$ cat src/hdl/hexlvl_pkg.sv
package hexlvl_pkg;

   // register indexes on the csr port
   typedef enum logic [1:0] {
      CSR_HEADER     = 2'd0,
      CSR_END_FIRST  = 2'd1,
      CSR_END_SECOND = 2'd2
   } csr_index_type;

   localparam logic [7:0] HEADER_RESET     = 8'd42;
   localparam logic [7:0] END_FIRST_RESET  = 8'd13;
   localparam logic [7:0] END_SECOND_RESET = 8'd10;

   // frame positions of the hex fields
   localparam int ID_POS    = 4;
   localparam int AD_POS    = 8;
   localparam int CHK_POS   = 12;
   localparam int SUM_BYTES = 12;

   localparam logic [29:0] HEIGHT_SCALE = 30'd10000;
   localparam logic [16:0] FULL_SCALE   = 17'd65535;

   // decoded frame, first pipeline stage
   typedef struct packed {
      logic [7:0]  sensor_id;
      logic [15:0] ad_value;
      logic [7:0]  chk;
      logic [7:0]  sum_lo;
      logic [7:0]  sum_hi;
   } dec_type;

   // scaled frame, second pipeline stage
   typedef struct packed {
      logic [7:0]  sensor_id;
      logic [15:0] ad_value;
      logic [29:0] product;
      logic        status;
   } scl_type;

   // ascii hex character to nibble, anything else reads as zero
   function automatic logic [3:0] hex_nibble(input logic [7:0] c);
      logic [3:0] n;
      n = 4'd0;
      if (c >= 8'h30 && c <= 8'h39) begin
         n = c[3:0];
      end else if ((c >= 8'h41 && c <= 8'h46) || (c >= 8'h61 && c <= 8'h66)) begin
         n = c[3:0] + 4'd9;
      end
      return n;
   endfunction

endpackage

$ cat src/hdl/hexlvl_req_if.sv
interface hexlvl_req_if;
   logic       valid;
   logic       ready;
   logic [7:0] rx_byte;

   modport source (output valid, output rx_byte, input ready);
   modport sink (input valid, input rx_byte, output ready);
endinterface

$ cat src/hdl/hexlvl_rsp_if.sv
interface hexlvl_rsp_if;
   logic        valid;
   logic        ready;
   logic [7:0]  sensor_id;
   logic [15:0] ad_value;
   logic [13:0] height_tenth_mm;
   logic        frame_status;

   modport source (output valid, output sensor_id, output ad_value,
                   output height_tenth_mm, output frame_status, input ready);
   modport sink (input valid, input sensor_id, input ad_value,
                 input height_tenth_mm, input frame_status, output ready);
endinterface

$ cat src/hdl/hexlvl_cell.sv
// one byte of the sliding window, shifts towards the head
module hexlvl_cell (
   input  logic       clock,
   input  logic       reset,
   input  logic       shift,
   input  logic [7:0] byte_from_next,
   output logic [7:0] byte_out,
   output logic [3:0] nibble_out
);

   logic [7:0] byte_ff;
   logic [7:0] byte_in;

   always_comb begin
      byte_in = shift ? byte_from_next : byte_ff;
   end

   always_ff @(posedge clock) begin
      if (reset) begin
         byte_ff <= 8'd0;
      end else begin
         byte_ff <= byte_in;
      end
   end

   assign byte_out   = byte_ff;
   assign nibble_out = hexlvl_pkg::hex_nibble(byte_ff);

endmodule

$ cat src/hdl/hex_ascii_level_frame_parser_core.sv
// a frame passes the decode, scale and output registers after the request with its last byte
// throughput: one request per cycle while not stalled; the window of cells shifts by one
// byte per request; a result waiting on the output does not stop requests until the scale
// and decode stages also fill; reset (synchronous, active high) clears the window, the byte
// count and the pipeline, and loads the header and end bytes with 42, 13 and 10
module hex_ascii_level_frame_parser_core #(
   parameter int FRAME_LEN = 16
) (
   input  logic                clock,
   input  logic                reset,
   input  logic                csr_we,
   input  logic [1:0]          csr_index,
   input  logic [7:0]          csr_wdata,
   hexlvl_req_if.sink          req_chan,
   hexlvl_rsp_if.source        rsp_chan
);

   localparam int CntW = $clog2(FRAME_LEN + 1);

   // configuration registers
   logic [7:0] header_ff;
   logic [7:0] end_first_ff;
   logic [7:0] end_second_ff;

   always_ff @(posedge clock) begin
      if (reset) begin
         header_ff     <= hexlvl_pkg::HEADER_RESET;
         end_first_ff  <= hexlvl_pkg::END_FIRST_RESET;
         end_second_ff <= hexlvl_pkg::END_SECOND_RESET;
      end else if (csr_we) begin
         unique case (csr_index)
            hexlvl_pkg::CSR_HEADER:     header_ff     <= csr_wdata;
            hexlvl_pkg::CSR_END_FIRST:  end_first_ff  <= csr_wdata;
            hexlvl_pkg::CSR_END_SECOND: end_second_ff <= csr_wdata;
            default: begin
               // unused index, write dropped
            end
         endcase
      end
   end

   // pipeline handshake: each stage takes a new entry when empty or draining
   logic out_v_ff, s2_v_ff, s1_v_ff;
   logic rdy_out, rdy2, rdy1;
   logic accept;

   assign rdy_out = !out_v_ff || rsp_chan.ready;
   assign rdy2    = !s2_v_ff || rdy_out;
   assign rdy1    = !s1_v_ff || rdy2;
   assign req_chan.ready = rdy1;
   assign accept  = req_chan.valid && rdy1;

   // window of cells, index 0 is the oldest byte
   logic [7:0] win_byte [FRAME_LEN];
   logic [3:0] win_nib  [FRAME_LEN];

   for (genvar k = 0; k < FRAME_LEN; k++) begin : g_cell
      logic [7:0] feed;
      if (k == FRAME_LEN - 1) begin : g_tail
         assign feed = req_chan.rx_byte;
      end else begin : g_body
         assign feed = win_byte[k+1];
      end
      hexlvl_cell u_cell (
         .clock          (clock),
         .reset          (reset),
         .shift          (accept),
         .byte_from_next (feed),
         .byte_out       (win_byte[k]),
         .nibble_out     (win_nib[k])
      );
   end

   // bytes since the last frame, saturating at the frame length
   logic [CntW-1:0] cnt_ff, cnt_in;
   logic            long_enough;
   logic            match;

   // the frame is judged on the window as it will be after this shift,
   // so frame position p sits in cell p+1 right now
   assign long_enough = (cnt_ff >= CntW'(FRAME_LEN - 1));
   assign match = long_enough
               && (win_byte[1] == header_ff)
               && (win_byte[FRAME_LEN-1] == end_first_ff)
               && (req_chan.rx_byte == end_second_ff);

   always_comb begin
      cnt_in = cnt_ff;
      if (accept) begin
         if (match) begin
            cnt_in = '0;
         end else if (cnt_ff < CntW'(FRAME_LEN)) begin
            cnt_in = cnt_ff + CntW'(1);
         end
      end
   end

   always_ff @(posedge clock) begin
      if (reset) begin
         cnt_ff <= '0;
      end else begin
         cnt_ff <= cnt_in;
      end
   end

   // stage 1: hex decode and checksum partial sums
   hexlvl_pkg::dec_type s1_ff, s1_in;
   logic s1_v_in;

   always_comb begin
      s1_in.sensor_id = {win_nib[hexlvl_pkg::ID_POS+1], win_nib[hexlvl_pkg::ID_POS+2]};
      s1_in.ad_value  = {win_nib[hexlvl_pkg::AD_POS+1], win_nib[hexlvl_pkg::AD_POS+2],
                         win_nib[hexlvl_pkg::AD_POS+3], win_nib[hexlvl_pkg::AD_POS+4]};
      s1_in.chk       = {win_nib[hexlvl_pkg::CHK_POS+1], win_nib[hexlvl_pkg::CHK_POS+2]};
      s1_in.sum_lo    = 8'd0;
      s1_in.sum_hi    = 8'd0;
      // two halves of six bytes each, combined in the next stage
      for (int i = 0; i < hexlvl_pkg::SUM_BYTES / 2; i++) begin
         s1_in.sum_lo = s1_in.sum_lo + win_byte[i+1];
         s1_in.sum_hi = s1_in.sum_hi + win_byte[i+1+hexlvl_pkg::SUM_BYTES/2];
      end
      s1_v_in = s1_v_ff && !rdy2;
      if (rdy1) begin
         s1_v_in = accept && match;
      end
   end

   always_ff @(posedge clock) begin
      if (reset) begin
         s1_v_ff <= 1'b0;
      end else begin
         s1_v_ff <= s1_v_in;
      end
   end

   always_ff @(posedge clock) begin
      if (accept && match) begin
         s1_ff <= s1_in;
      end
   end

   // stage 2: height product and checksum compare
   hexlvl_pkg::scl_type s2_ff, s2_in;
   logic [7:0] sum_full;

   always_comb begin
      sum_full        = s1_ff.sum_lo + s1_ff.sum_hi;
      s2_in.sensor_id = s1_ff.sensor_id;
      s2_in.ad_value  = s1_ff.ad_value;
      s2_in.product   = {14'd0, s1_ff.ad_value} * hexlvl_pkg::HEIGHT_SCALE;
      s2_in.status    = (sum_full != s1_ff.chk);
   end

   always_ff @(posedge clock) begin
      if (reset) begin
         s2_v_ff <= 1'b0;
      end else if (rdy2) begin
         s2_v_ff <= s1_v_ff;
      end
   end

   always_ff @(posedge clock) begin
      if (rdy2 && s1_v_ff) begin
         s2_ff <= s2_in;
      end
   end

   // stage 3: divide by 65535 as p = q*65535 + (q + r) with q = p>>16,
   // q + r stays below twice 65535 so one compare corrects it
   logic [13:0] quot;
   logic [16:0] rem_sum;
   logic [13:0] height_in;

   always_comb begin
      quot      = s2_ff.product[29:16];
      rem_sum   = {3'd0, quot} + {1'b0, s2_ff.product[15:0]};
      height_in = quot;
      if (rem_sum >= hexlvl_pkg::FULL_SCALE) begin
         height_in = quot + 14'd1;
      end
   end

   logic [7:0]  id_ff;
   logic [15:0] ad_ff;
   logic [13:0] height_ff;
   logic        status_ff;

   always_ff @(posedge clock) begin
      if (reset) begin
         out_v_ff <= 1'b0;
      end else if (rdy_out) begin
         out_v_ff <= s2_v_ff;
      end
   end

   always_ff @(posedge clock) begin
      if (rdy_out && s2_v_ff) begin
         id_ff     <= s2_ff.sensor_id;
         ad_ff     <= s2_ff.ad_value;
         height_ff <= height_in;
         status_ff <= s2_ff.status;
      end
   end

   assign rsp_chan.valid           = out_v_ff;
   assign rsp_chan.sensor_id       = id_ff;
   assign rsp_chan.ad_value        = ad_ff;
   assign rsp_chan.height_tenth_mm = height_ff;
   assign rsp_chan.frame_status    = status_ff;

   // checks
   a_cnt_restart: assert property (@(posedge clock) disable iff (reset)
      (accept && match) |=> (cnt_ff == '0))
      else $error("byte count not cleared after a frame");

   a_cnt_range: assert property (@(posedge clock) disable iff (reset)
      cnt_ff <= CntW'(FRAME_LEN))
      else $error("byte count past frame length");

   a_height_range: assert property (@(posedge clock) disable iff (reset)
      out_v_ff |-> (height_ff <= 14'd10000))
      else $error("height out of range");

   a_s1_hold: assert property (@(posedge clock) disable iff (reset)
      (s1_v_ff && !rdy2) |=> (s1_v_ff && $stable(s1_ff)))
      else $error("decoded frame lost while stalled");

endmodule

$ cat src/flat_wrapper.sv
// flat-port wrapper written by rule: the top's interface ports become plain ports
module hex_ascii_level_frame_parser_core_flat 
#(
   parameter int FRAME_LEN = 16
)
  (clock, reset, csr_we, csr_index, csr_wdata, req_chan_valid, req_chan_rx_byte, req_chan_ready, rsp_chan_valid, rsp_chan_sensor_id, rsp_chan_ad_value, rsp_chan_height_tenth_mm, rsp_chan_frame_status, rsp_chan_ready);
  hexlvl_req_if req_chan_i ();
  hexlvl_rsp_if rsp_chan_i ();
  input  logic clock;
  input  logic reset;
  input  logic csr_we;
  input  logic [1:0] csr_index;
  input  logic [7:0] csr_wdata;
  input wire logic [$bits(req_chan_i.valid)-1:0] req_chan_valid;
  input wire logic [$bits(req_chan_i.rx_byte)-1:0] req_chan_rx_byte;
  output wire logic [$bits(req_chan_i.ready)-1:0] req_chan_ready;
  output wire logic [$bits(rsp_chan_i.valid)-1:0] rsp_chan_valid;
  output wire logic [$bits(rsp_chan_i.sensor_id)-1:0] rsp_chan_sensor_id;
  output wire logic [$bits(rsp_chan_i.ad_value)-1:0] rsp_chan_ad_value;
  output wire logic [$bits(rsp_chan_i.height_tenth_mm)-1:0] rsp_chan_height_tenth_mm;
  output wire logic [$bits(rsp_chan_i.frame_status)-1:0] rsp_chan_frame_status;
  input wire logic [$bits(rsp_chan_i.ready)-1:0] rsp_chan_ready;
  assign req_chan_i.valid = req_chan_valid;
  assign req_chan_i.rx_byte = req_chan_rx_byte;
  assign req_chan_ready = req_chan_i.ready;
  assign rsp_chan_valid = rsp_chan_i.valid;
  assign rsp_chan_sensor_id = rsp_chan_i.sensor_id;
  assign rsp_chan_ad_value = rsp_chan_i.ad_value;
  assign rsp_chan_height_tenth_mm = rsp_chan_i.height_tenth_mm;
  assign rsp_chan_frame_status = rsp_chan_i.frame_status;
  assign rsp_chan_i.ready = rsp_chan_ready;
  hex_ascii_level_frame_parser_core #(.FRAME_LEN(FRAME_LEN)) u_core (.clock(clock), .reset(reset), .csr_we(csr_we), .csr_index(csr_index), .csr_wdata(csr_wdata), .req_chan(req_chan_i), .rsp_chan(rsp_chan_i));
endmodule
$ cat config.mk
export PLATFORM = sky130hd
export DESIGN_NAME = hex_ascii_level_frame_parser_core_flat
export DESIGN_NICKNAME = d
export VERILOG_FILES = /design/src/hdl/hexlvl_pkg.sv /design/src/hdl/hexlvl_req_if.sv /design/src/hdl/hexlvl_rsp_if.sv /design/src/hdl/hexlvl_cell.sv /design/src/hdl/hex_ascii_level_frame_parser_core.sv /design/src/flat_wrapper.sv
export SDC_FILE = /design/constraint.sdc
export NUM_CORES = 1
export LEC_CHECK = 0
export CAP_MARGIN = 20
export CORE_MARGIN = 3
export CORE_UTILIZATION = 58
export DETAILED_ROUTE_END_ITERATION = 10
export DONT_BUFFER_PORTS = 1
export PLACE_DENSITY = 0.73
export SLEW_MARGIN = 20
export SYNTH_ARGS = -nofsm -noshare
export SYNTH_HDL_FRONTEND = slang
export SYNTH_SLANG_ARGS = --single-unit
$ cat constraint.sdc
create_clock -name clock -period 5.2 [get_ports clock]
set_input_delay 0.78 -clock clock [delete_from_list [all_inputs] [get_ports clock]]
set_output_delay 0.78 -clock clock [all_outputs]
set_load 0.01 [all_outputs]
# --- Word-level counts from Yosys, hierarchy flattened ---
# Cells that the tools add are included.
word_totals:
  inputBits: 23
  word_cells: 188
  output_inout_bits: 41
  regBits: 290
op_classes:
  n_reduce_logical: 53
  order_cmp: 51
  n_addsub: 22
  muxes: 20
  eq_ne: 6
  multipliers: 1
ops:
  columns: ["operator", "n"]
  rows:
  - [">= comparator 8 x 7 -> 1 bit, second input constant", 16]
  - ["less-or-equal comparator 8 x 7 -> 1 bit, second input constant", 16]
  - ["adder 8 bit", 11]
  - [">= comparator 8 x 6 -> 1 bit, second input constant", 8]
  - ["less-or-equal comparator 8 x 6 -> 1 bit, second input constant", 8]
  - ["2-to-1 mux 4 bit", 16]
  - ["adder 4 bit, second input constant", 8]
  - ["logical AND 1 bit", 32]
  - ["multiplier 16 x 10 -> 26 bit, second input constant", 1]
  - ["equality test 8 bit", 3]
  - ["adder 14 x 16 -> 17 bit", 1]
  - [">= comparator 17 x 16 -> 1 bit, second input constant", 1]
  - ["adder 14 x 1 -> 14 bit, second input constant", 1]
  - ["2-to-1 mux 14 bit", 1]
  - ["logical OR 1 bit", 11]
  - ["2-to-1 mux 5 bit", 2]
  - ["!= test 8 bit", 1]
  - ["AND reduction 2 bit", 4]
  - ["adder 5 x 1 -> 5 bit, second input constant", 1]
  - [">= comparator 5 x 4 -> 1 bit, second input constant", 1]
  - ["< comparator 5 bit, second input constant", 1]
  - ["zero test 1 bit", 4]
  - ["equality test 2 x 1 -> 1 bit, second input constant", 1]
  - ["equality test 2 bit, second input constant", 1]
  - ["3 further kinds", 3]

# --- Longest topological paths before layout ---
# Gate-level depths: netlist of run 1.
depth:
  ltp_word: 7
  ltp_mapped: 18
  ltp_nobuf: 18

# --- Modules after synthesis ---
# Synthesis of run 1 repeated with hierarchy kept, for this count alone.
hier_totals:
  hier_cells: 1618
  area_unflattened_um2: 17718.2
by_module_without_submodules:
  columns: ["module", "cells_each", "area_each_um2", "seq_area_each_um2", "n_inst"]
  rows:
  - ["hex_ascii_level_frame_parser_core", 898, 10924.2, 4664.5, 1]
  - ["hexlvl_cell", 48, 452.9, 160.2, 15]

# --- Worst setup path before layout of run 1 ---
# Ideal clock, no wire load.
synth_path:
  path_kind: "input to register"
  startpoint: "in req_chan_rx_byte[0]"
  endpoint: "reg u_core.s1_ff[0] (netlist bit), enable pin"
  path_stages: 4
  path_buffers: 0
  t_arrival_ps: 4767
  required_ps: 4684
  setup_ps: 516
  slack_ps: -83
  path_cell_list: "xnor2_1 nand4_1 or3_1 nor3_1"
synth_via:
  elab_chain_len: 3
synth_lines:
  columns: ["element", "line_no", "rtl"]
  rows:
  - ["from (decl)", "flat_wrapper.sv:15", "input wire logic [$bits(req_chan_i.rx_byte)-1:0] req_chan_rx_byte;"]
  - ["equality test 8 bit", "hex_ascii_level_frame_parser_core.sv:85", "&& (req_chan.rx_byte == end_second_ff);"]
  - ["logical AND 1 bit", "hex_ascii_level_frame_parser_core.sv:85", null]
  - ["logical AND 1 bit", "hex_ascii_level_frame_parser_core.sv:137", "if (accept && match) begin"]
  - ["to (signal assigned)", "hex_ascii_level_frame_parser_core.sv:138", "s1_ff <= s1_in;"]
  - ["to (decl)", "hex_ascii_level_frame_parser_core.sv:107", "hexlvl_pkg::dec_type s1_ff, s1_in;"]
# Every way passes these cells.
# A chain may end at the register's enable or synchronous reset.

==> reports/qor.yml, run 1 <==
setup_path:
  r2r_cells: 19
  critPathSlowestCell: "or4_1"
  r2r_start: "u_core.s1_ff[30]"
  cp_top_family: "adder cells"
  crit_buf_inv: 7
  end_kind: "flop"
  crit_path_max_incr_delay_ps: 560
  r2r_slack_ps: 300
  path_cells: "inv_1, fa_1, inv_1, ha_1, inv_1, fa_1, inv_1, ha_1, inv_1, fa_1, inv_1, ha_1, o211a_1, a2111oi_0, buf_4, or4_1, nand4b_1, a41oi_1, xnor2_1"
  critPathLaunchType: "flop"
  cp_common_cell: "inv_1"
  crit_required_ps: 5510
  cp_max_fo: 4
  critPathKind: "flop to flop"
  r2r_end: "u_core.quot[13]"
  arrival_ps: 5210
finish:
  layout_common_cells: "301 x nand2_1, 174 x inv_1, 173 x a21oi_1"
  n_antenna_cell: 0
  n_fill_cell: 2281
  drive_above_1_share_pct: 4.89
  multi_input_area_mm2: 0.00878
  final_net_count: 1912
  area_growth_syn_to_layout_pct: 8.43
  final-seq-area_mm2: 0.00707
  layout_commonest_cell: "nand2_1"
  stdcell_area_mm2: 0.0181
cts:
  clkTransAtPathRegs_ps: 60
  clk_latency_ps: 570
  numCtsBuffers: 31
  cts_setup_buffers: 0
  clk_path_buf_depth: 3
  hold_buffers: 0
  h-tree-depth: 1
  clkSinkCount: 286
  cts-root-buf: "clkbuf_16"
  cts_tree: "built"
sta:
  fmax_ghz: 0.204
  rsz0062_at_grt: "no"
  fin_crit_sh_pct: 94.3
  slew_headroom_pct: 39.2
  hold_violations: 0
  clock-skew-final_ps: 17.0
  timing.setup.tns_ps: 0
  slew_violations: 0
  setup_viol: 0
  min_period_ps: 4900
  worstMarginPinSlew_ps: 909
global_routing:
  grt_antenna_before_repair: 0
  grt_max_degree: 153
  grt_pass1_vias: 11600
  grt.overflow.total: 0
  grt_pass1_wl_mm: 59.7
  grt_usage_pct: 23.5
routing:
  routed_via_density: 5.75
  drc_errors: 0
  first_pass_iters: 5
  finalWirelength_mm: 35.9
  vias: 11900
  post_drt_wl_per_cell_um: 17.3
  first_iter_violations: 1044
  final_antenna_net_count: 0
synth:
  yosysWarnings: 0
  synth_edf_count: 134
  synthArstFlopShare_pct: 0
  netlist_area_mm2: 0.0167
  ys_dominant_reg_cell: "dfxtp_1"
  synth.net_count: 1928
  synthDistinctLibCells: 68
  yosysSeqAreaShare_pct: 42.3
  ys_seq_elements: 286
  avgSynthCellArea_um2: 9.90
  synthCells: 1688
floorplanning:
  row_count: 61
  die_x_um: 176
  initial_core_util_pct: 59.5
  dieArea_mm2: 0.0309
  die_y_um: 176
  design.core.area_mm2: 0.0281
  num_io_pins: 64
placed_design:
  place_area_mm2: 0.0171
  io_buffers: 0
  globalplace.congestion: 0.885
  post-dp-hpwl_mm: 25.5
min_path:
  hold_depth: 1
  min_to: "u_core.g_cell[12].u_cell.byte_out[7]"
  hold_path.class: "input port to flop"
  worstHoldStart: "reset"
power:
  leakage_uw: 0.00731
  vdd_drop_max_v: 0.000261
  power_density_mw_per_mm2: 257
run:
  cap_violations: 0
outcome:
  status: "completed"
area by class of cell:
class / count / area share (%)
tap: 378 / 2.61
multi-input combinational: 1165 / 48.5
clock inverter: 6 / 0.269
clock buffer: 52 / 5.42
inverter: 174 / 3.61
sequential: 286 / 39.0
timing repair buffer: 14 / 0.580
synthesized netlist by cell type (3+ instances only):
cell type,number,area share (%)
a211o_1,7,0.37
a211oi_1,15,0.67
a21boi_0,6,0.27
a21o_1,11,0.49
a21oi_1,173,5.2
a311oi_1,13,0.68
a31oi_1,8,0.30
and3_1,3,0.11
buf_1,5,0.11
buf_2,6,0.18
clkbuf_1,51,1.1
dfxtp_1,152,18
edfxtp_1,134,24
fa_1,91,11
ha_1,126,9.4
inv_1,174,3.9
mux2i_1,18,1.1
nand2_1,302,6.8
nand2b_1,14,0.52
nand3_1,27,0.81
nand3b_1,6,0.27
nand4_1,22,0.82
nand4b_1,4,0.21
nor2_1,54,1.2
nor2b_1,11,0.41
nor3_1,8,0.24
nor4_1,7,0.26
nor4b_1,7,0.37
o2111ai_1,3,0.16
o211ai_1,16,0.72
o21a_1,15,0.67
o21ai_0,33,0.99
o21bai_1,8,0.36
o22ai_1,7,0.26
o311ai_0,6,0.31
or3_1,7,0.26
or3_2,3,0.13
or4_1,14,0.63
xnor2_1,61,3.2
xor2_1,26,1.4
registers in the layout (all words and copies together), names as in the netlist:
signal	cells
u_core.rsp_chan.frame_status	1
u_core.rsp_chan.ad_value	16
u_core.end_first_ff	8
u_core.s2_v_ff	1
u_core.rsp_chan.height_tenth_mm	14
u_core.cnt_ff	5
u_core.quot	14
u_core.end_second_ff	8
u_core.s1_ff	48
u_core.s2_ff	33
u_core.rsp_chan.valid	1
u_core.s1_v_ff	1
u_core.rsp_chan.sensor_id	8
u_core.g_cell.u_cell.byte_out	120
u_core.header_ff	8
layer usage:
layer | wire length (um) | global-route usage [%] | share of wire (%) | up-vias
met3 | 1530 | 2.62 | 4.2 | 58
met2 | 16800 | 38.2 | 47 | 290
li1 | - | - | - | 5779
met1 | 16900 | 34.2 | 47 | 5814
met4 | 666 | 5.21 | 1.9 | 0
met5 | 0 | 0 | 0 | -
through the flow:
step / utilization [%] / power, uW / instances / worst slack, ps / hold WS (ps)
6_report: 64.5 / 4650 / 2075 / 296 / 284
5_1_grt: 64.5 / 4800 / 2075 / 18.0 / 256
4_1_cts: 64.5 / 4680 / 2075 / 215 / 264
3_5_place_dp: 60.8 / 2510 / 2017 / 212 / 405
3_3_place_gp: 60.8 / 2500 / 2017 / 392 / 402
2_1_floorplan: - / 2500 / 1688 / 368 / 400
cells by family (layout without fill, tap and decap cells):
logic type	after synthesis	count (layout)	share of synthesized area (%)
xor gates and xnor gates	87	87	4.56
muxes	19	19	1.15
and+or+nand+nor	502	502	13.7
adders and majority gates	217	217	20.3
AOI/OAI and AO/OA	340	340	12.5
DFF	286	286	42.3
buffers and inverters	237	246	5.39
power by group:
group          switching [uW]  total, uW  internal (uW)
sequential               15.5       2370           2350
combinational            60.2       90.8           30.6
clock                     905       2190           1290
worst register-to-register path: cells and delay by family (launching register included):
kind,cells,cell delay [ps]
compound gates,3,430
xor+xnor,1,160
fa+ha+maj,6,2360
buf+inv,7,530
flops,1,450
simple gates,2,720
worst max-delay path by stage:
stage	from	endpoint	cells after the start
after floorplan	rsp_chan_ready	u_core.quot[0]	2
after global placement	u_core.s1_ff[32]	u_core.quot[8]	14
after detailed placement	u_core.s1_ff[32]	u_core.quot[8]	14
after CTS	u_core.s1_ff[32]	u_core.quot[8]	14
after global routing	u_core.s1_ff[30]	u_core.quot[13]	19
final	u_core.s1_ff[30]	u_core.quot[13]	19
repair_timing:
action	in CTS	in global routing
resized for setup	0	1
endpoints found under the hold margin	0	0
setup endpoints to repair	0	2
No activity file was read; power rests on OpenSTA's default activity.
==> run 2, diff against run 1 <==
--- a/config.mk
+++ b/config.mk
@@ -5,6 +5,7 @@
 export SDC_FILE = /design/constraint.sdc
 export NUM_CORES = 1
 export LEC_CHECK = 0
+export ABC_AREA = 1
 export CAP_MARGIN = 20
 export CORE_MARGIN = 3
 export CORE_UTILIZATION = 58
==> run 2 against run 1 <==
Against the previous run:
- utilization decreased by 0.43 points
- maximum frequency grew 6.3%
- via count rose by 0.12%
- largest power group unchanged
- non-clock buffer count down 9
- cell area is 0.93% lower
- worst setup slack gained 290 ps
- highest routed layer unchanged
- synthesized area decreased by 0.46%
==> reports/qor.yml, run 2 <==
finish:
  layout_commonest_cell: "inv_1"
  final_net_count: 2034  # +6.4%
  n_antenna_cell: 0  # unchanged
  largest_reg_flops: 120  # unchanged
  stdcell_area_mm2: 0.0179  # -0.93%
  area_growth_syn_to_layout_pct: 7.91
  layout_common_cells: "245 x inv_1, 228 x nor2_1, 214 x nand2_1"
  drive_above_1_share_pct: 4.13  # -0.77 points
synth:
  synth.net_count: 2042  # +5.9%
  synth-compound-area-share_pct: 10.4  # -2.2 points
  synth_top_family_by_area: "adder cells"
  synthCells: 1802  # +6.8%
  ys_dominant_reg_cell: "dfxtp_1"
  synth_area_leader_cell: "edfxtp_1"
  netlist_area_mm2: 0.0166  # -0.46%
  synthTopCellsByCount: "248 x inv_1, 228 x nor2_1, 215 x nand2_1, 182 x o21ai_0, 152 x dfxtp_1"
  synthDistinctLibCells: 46  # -32%
  yosysSeqAreaShare_pct: 42.5  # +0.19 points
  ys_seq_elements: 286  # unchanged
  synth_simple_gate_area_share_pct: 14.6  # +0.89 points
  muxShareOfSynthArea_pct: 0  # -1.1 points
  synthArstFlopShare_pct: 0  # unchanged
  synth_most_common_cell: "inv_1"
  netlist.area_leader.share_pct: 24.2  # +0.11 points
  synth-adder-area-share_pct: 20.4  # +0.093 points
  avgSynthCellArea_um2: 9.23  # -6.8%
  yosys-top-cells-area: "edfxtp_1 24%, dfxtp_1 18%, fa_1 11%, ha_1 9.5%, inv_1 5.6%"
  synth_xor_area_share_pct: 5.25  # +0.69 points
  synth_edf_count: 134  # unchanged
  yosysWarnings: 0  # unchanged
power:
  leakage_uw: 0.00776  # +6.2%
  power_density_mw_per_mm2: 297  # +16%
  vdd_drop_max_v: 0.000378  # +45%
global_routing:
  grt_pass1_vias: 11500  # -0.40%
  gr-usage-met2_pct: 37.5  # -0.68 points
  grt_busiest_layer: "met2"
  grt_antenna_before_repair: 0  # unchanged
  met3_usage_pct: 3.76  # +1.1 points
  grt_use_met1_pct: 34.2  # about the same
  grt_pass1_wl_mm: 59.3  # -0.76%
  grt.overflow.total: 0  # unchanged
  grt_max_degree: 95  # -38%
  grt_usage_pct: 23.5  # +0.059 points
setup_path:
  critPathKind: "flop to flop"
  r2r_cells: 18  # -1
  end_kind: "flop"
  cp_max_fo: 5  # +1
  r2r_end: "u_core.quot[7]"
  endpoint: "u_core.quot[7]"
  crit_required_ps: 5500  # about the same
  r2r_start: "u_core.s1_ff[28]"
  r2r_slack_ps: 590  # +290 ps
  arrival_ps: 4910  # -300 ps
  critPathLaunchType: "flop"
  crit_start: "u_core.s1_ff[28]"
outcome:
  status: "completed"
floorplanning:
  die_x_um: 175  # -0.22%
  initial_core_util_pct: 59.4  # -0.11 points
  row_count: 61  # unchanged
  dieArea_mm2: 0.0307  # -0.44%
  die_y_um: 175  # -0.22%
  num_io_pins: 64  # unchanged
  design.core.area_mm2: 0.0280  # -0.27%
routing:
  finalWirelength_mm: 35.8  # -0.13%
  first_iter_violations: 940  # -10%
  routed_via_density: 5.44  # -5.4%
  first_pass_iters: 6  # +1
  final_antenna_net_count: 0  # unchanged
  vias: 12000  # +0.12%
  post_drt_wl_per_cell_um: 16.3  # -5.6%
  drc_errors: 0  # unchanged
cts:
  cts-root-buf: "clkbuf_16"
  cts_tree: "built"
  h-tree-depth: 1  # unchanged
  numCtsBuffers: 31  # unchanged
  clkTransAtPathRegs_ps: 60  # about the same
  clk_path_buf_depth: 3  # unchanged
  cts_setup_buffers: 0  # unchanged
  hold_buffers: 0  # unchanged
  clk_latency_ps: 550  # -20 ps
  clkSinkCount: 286  # unchanged
  cts-resized-gates: 0  # unchanged
sta:
  setup_viol: 0  # unchanged
  timing.setup.tns_ps: 0  # unchanged
  hold_violations: 0  # unchanged
  slew_headroom_pct: 39.4  # +0.18 points
  rsz0062_at_grt: "no"
  worstMarginPinSlew_ps: 909  # +0.661 ps
  fmax_ghz: 0.217  # +6.3%
  min_period_ps: 4610  # -289 ps
  clock-skew-final_ps: 12.4  # -4.64 ps
  fin_crit_sh_pct: 88.7  # -5.6 points
  slew_violations: 0  # unchanged
placed_design:
  io_buffers: 0  # unchanged
  globalplace.congestion: 0.896  # +1.3%
  post-dp-hpwl_mm: 26.6  # +4.7%
  place_area_mm2: 0.0170  # -0.70%
run:
  cap_violations: 0  # unchanged
min_path:
  hold_path.class: "input port to flop"
run 2: cell types whose count changed in the layout (fill, tap and decap cells not counted), sizes merged, moves of 17 or more:
cell / before / now
o21ai: 33 / 182
xor2: 26 / 43
inv: 175 / 254
nand3: 27 / 77
mux2i: 18 / 0
nor2: 54 / 230
nand2: 303 / 217
a21oi: 173 / 104
clkbuf: 52 / 34
run 2: cell families (layout without fill, tap and decap cells):
logic type / count (synthesis) / count (layout)
xor gates and xnor gates: 98 / 98
AOI/OAI and AO/OA: 323 / 323
DFF: 286 / 286
and+or+nand+nor: 582 / 582
buffers and inverters: 296 / 312
adders and majority gates: 217 / 217
run 2: critical path, stage by stage (launching register included):
cell	delay, ps
edfxtp_1	460
inv_1	130
fa_1	540
inv_1	40
ha_1	270
inv_1	50
fa_1	520
inv_1	40
ha_1	260
inv_1	50
fa_1	500
inv_1	40
ha_1	360
a21o_1	200
a21oi_1	190
nand2_1	110
a21oi_1	270
o21ai_0	150
xor2_1	170
run 2: worst min-delay path by stage:
stage | endpoint | startpoint | slack, ps | depth (start not counted)
2_1_floorplan | u_core.rsp_chan.ad_value[10] | u_core.s2_ff[41] | 400 | 0
3_3_place_gp | u_core.s2_ff[52] | u_core.s1_ff[45] | 400 | 0
3_5_place_dp | u_core.rsp_chan.ad_value[10] | u_core.s2_ff[41] | 400 | 0
4_1_cts | u_core.rsp_chan.valid | reset | 270 | 1
5_1_grt | u_core.s1_v_ff | reset | 270 | 1
6_report | u_core.rsp_chan.valid | reset | 290 | 1
run 2: where the power goes:
group          switching [uW]  total (uW)  leakage (uW)  internal [uW]
Clock                     923        2090      0.000469           1170
Combinational             418         711       0.00484            293
Sequential               84.5        2530       0.00245           2450
Total                    1430        5330       0.00776           3910
run 2: per-layer routing:
layer,up-vias,part of all wire (%)
met5,-,0
li1,5922,-
met1,5705,47
met3,62,5.1
met2,266,46
met4,0,2.4
run 2: area by class of cell:
class | instances | area (um^2)
sequential | 286 | 7070
inverter | 250 | 941
multi-input combinational | 1220 | 8450
timing repair buffer | 5 | 50.0
clock buffer | 34 | 797
tap | 378 | 473
clock inverter | 23 | 170
fill | 2311 | 10100
run 2: metrics by stage:
step	cells	utilization [%]	worst slack [ps]	hold WS (ps)	total power [uW]
finish	2196	64.1	585	290	5330
global placement	2138	60.5	708	400	3260
CTS	2195	64.0	630	269	5370
detailed placement	2138	60.5	630	405	3280
floorplan	1802	-	967	400	3100
global route	2196	64.1	368	268	5580
==> run 3, diff against run 2 <==
--- a/config.mk
+++ b/config.mk
@@ -8,10 +8,10 @@
 export ABC_AREA = 1
 export CAP_MARGIN = 20
 export CORE_MARGIN = 3
-export CORE_UTILIZATION = 58
+export CORE_UTILIZATION = 46
 export DETAILED_ROUTE_END_ITERATION = 10
 export DONT_BUFFER_PORTS = 1
-export PLACE_DENSITY = 0.73
+export PLACE_DENSITY = 0.6
 export SLEW_MARGIN = 20
 export SYNTH_ARGS = -nofsm -noshare
 export SYNTH_HDL_FRONTEND = slang
==> constraint.sdc (replaced) <==
create_clock -name clock -period 5.2 [get_ports clock]
set_input_delay 1.3 -clock clock [delete_from_list [all_inputs] [get_ports clock]]
set_output_delay 1.3 -clock clock [all_outputs]
set_load 0.01 [all_outputs]
==> run 3 against run 2 <==
Against the previous run:
- cell area grew 1.6%
- worst setup slack gained 27 ps
- largest power group unchanged
- largest cell class unchanged
- first-iteration DRC count shrank 29%
- hold slack gained 130 ps
- sequential cell count is the same
- clock skew grew 3.6 ps
- via count shrank 2.1%
- critical path depth is the same
==> reports/qor.yml, run 3 (synthesis gave the netlist of run 2 again) <==
global_routing:
  grt_max_degree: 87  # -8.4%
  grt_usage_pct: 19.1  # -4.5 points
  grt.overflow.total: 0  # unchanged
  grt_pass1_wl_mm: 60.1  # +1.4%
  grt_antenna_before_repair: 0  # unchanged
  grt_pass1_vias: 11600  # +0.88%
setup_path:
  cp_top_family: "adder cells"
  crit_path_max_incr_delay_ps: 540  # about the same
  arrival_ps: 4850  # -60 ps
  r2r_slack_ps: 610  # +30 ps
  cp_common_cell: "inv_1"
  critPathLaunchType: "flop"
  crit_required_ps: 5460  # -40 ps
  path_cells: "inv_1, fa_1, inv_1, ha_1, inv_1, fa_1, inv_1, ha_1, inv_1, fa_1, inv_1, ha_1, a21o_1, a21oi_1, nand2_1, a21oi_1, o21ai_0, xor2_1"
  end_kind: "flop"
  r2r_cells: 18  # unchanged
  critPathKind: "flop to flop"
  r2r_start: "u_core.s1_ff[28]"
  critPathSlowestCell: "fa_1"
  r2r_end: "u_core.quot[7]"
  crit_buf_inv: 6  # unchanged
  cp_max_fo: 5  # unchanged
sta:
  hold_violations: 0  # unchanged
  slew_headroom_pct: 38.4  # -1.0 points
  timing.setup.tns_ps: 0  # unchanged
  hold_slack_ps: 416  # +126 ps
  min_period_ps: 4590  # -27.1 ps
  finalWorstSetupSlack_ps: 612  # +27.1 ps
  slew_violations: 0  # unchanged
  clock-skew-final_ps: 16.0  # +3.63 ps
  rsz0062_at_grt: "no"
  fmax_ghz: 0.218  # +0.59%
  worstMarginPinSlew_ps: 925  # +15.4 ps
  setup_viol: 0  # unchanged
  fin_crit_sh_pct: 88.2  # -0.52 points
placed_design:
  io_buffers: 0  # unchanged
  post-place-ws_ps: 615  # -14.9 ps
  place_area_mm2: 0.0171  # +0.70%
  post-dp-hpwl_mm: 27.3  # +2.5%
  place_inst: 2223  # +4.0%
  globalplace.congestion: 0.887  # -1.1%
floorplanning:
  design.core.area_mm2: 0.0356  # +27%
  die_y_um: 196  # +12%
  die_x_um: 196  # +12%
  row_count: 69  # +13%
  dieArea_mm2: 0.0385  # +25%
  num_io_pins: 64  # unchanged
  initial_core_util_pct: 46.7  # -13 points
cts:
  clk_latency_ps: 520  # -30 ps
  clk_path_buf_depth: 3  # unchanged
  h-tree-depth: 2  # +1
  cts-root-buf: "clkbuf_16"
  clkSinkCount: 286  # unchanged
  clkTransAtPathRegs_ps: 60  # about the same
  cts_tree: "built"
  cts-resized-gates: 0  # unchanged
  numCtsBuffers: 34  # +9.7%
  hold_buffers: 0  # unchanged
  cts_setup_buffers: 0  # unchanged
routing:
  first_iter_violations: 665  # -29%
  first_pass_iters: 4  # -2
  finalWirelength_mm: 36.3  # +1.3%
  vias: 11700  # -2.1%
  final_antenna_net_count: 0  # unchanged
  post_drt_wl_per_cell_um: 15.9  # -2.6%
  routed_via_density: 5.12  # -6.0%
  drc_errors: 0  # unchanged
finish:
  layout_commonest_cell: "inv_1"
  stdcell_area_mm2: 0.0182  # +1.6%
  n_antenna_cell: 0  # unchanged
  area_growth_syn_to_layout_pct: 9.65
  largest_reg_flops: 120  # unchanged
  drive_above_1_share_pct: 4.33  # +0.21 points
  layout_common_cells: "245 x inv_1, 228 x nor2_1, 214 x nand2_1"
  multi_input_area_mm2: 0.00845  # unchanged
  n_fill_cell: 3306  # +43%
  final_net_count: 2038  # +0.20%
  final-seq-area_mm2: 0.00707  # unchanged
  final_cells: 2285  # +4.1%
power:
  leakage_uw: 0.00786  # +1.3%
  power_density_mw_per_mm2: 310  # +4.5%
  vdd_drop_max_v: 0.000215  # -43%
min_path:
  min_to: "u_core.rsp_chan.sensor_id[7]"
  worstHoldStart: "u_core.s2_ff[54]"
  hold_depth: 0  # -1
  hold_path.class: "flop to flop"
outcome:
  status: "completed"
run:
  cap_violations: 0  # unchanged
[run 3: power breakdown]
| group | switching, uW | internal [uW] |
|---|---|---|
| sequential | 82.5 | 2450 |
| clock | 940 | 1490 |
| combinational | 407 | 292 |
[run 3: routing by layer]
layer	part of all wire [%]	vias to the layer above	global-route usage, %
li1	-	5940	-
met4	2.0	0	4.67
met3	3.0	50	2.70
met5	0	-	0
met1	50	5541	27.8
met2	45	167	30.3
[run 3: worst max-delay path by stage]
stage	cells after the start	end	from	slack [ps]
2_1_floorplan	18	u_core.quot[7]	u_core.s1_ff[28]	970
3_3_place_gp	17	u_core.quot[6]	u_core.s1_ff[29]	690
3_5_place_dp	17	u_core.quot[6]	u_core.s1_ff[29]	620
4_1_cts	17	u_core.quot[6]	u_core.s1_ff[29]	610
5_1_grt	18	u_core.quot[9]	u_core.s1_ff[28]	270
6_report	18	u_core.quot[7]	u_core.s1_ff[28]	610
[run 3: cell type report]
class                           count  area share (%)
Multi-Input combinational cell   1220            46.3
Inverter                          250            5.17
Sequential cell                   286            38.8
Clock inverter                     10           0.638
Timing Repair Buffer                6           0.247
Tap cell                          461            3.16
Clock buffer                       52            5.71
[run 3: worst register-to-register path, stage by stage (launching register included)]
cell and delay [ps]:
edfxtp_1 450, inv_1 130, fa_1 540, inv_1 40, ha_1 280, inv_1 50
fa_1 520, inv_1 40, ha_1 280, inv_1 50, fa_1 490, inv_1 40
ha_1 350, a21o_1 190, a21oi_1 200, nand2_1 120, a21oi_1 250, o21ai_0 140
xor2_1 170
[run 3: metrics by stage]
| step | utilization, % | power (uW) |
|---|---|---|
| floorplan | - | 3100 |
| global placement | 48.0 | 3270 |
| detailed placement | 48.0 | 3280 |
| CTS | 51.3 | 5740 |
| global route | 51.3 | 5940 |
| finish | 51.3 | 5660 |
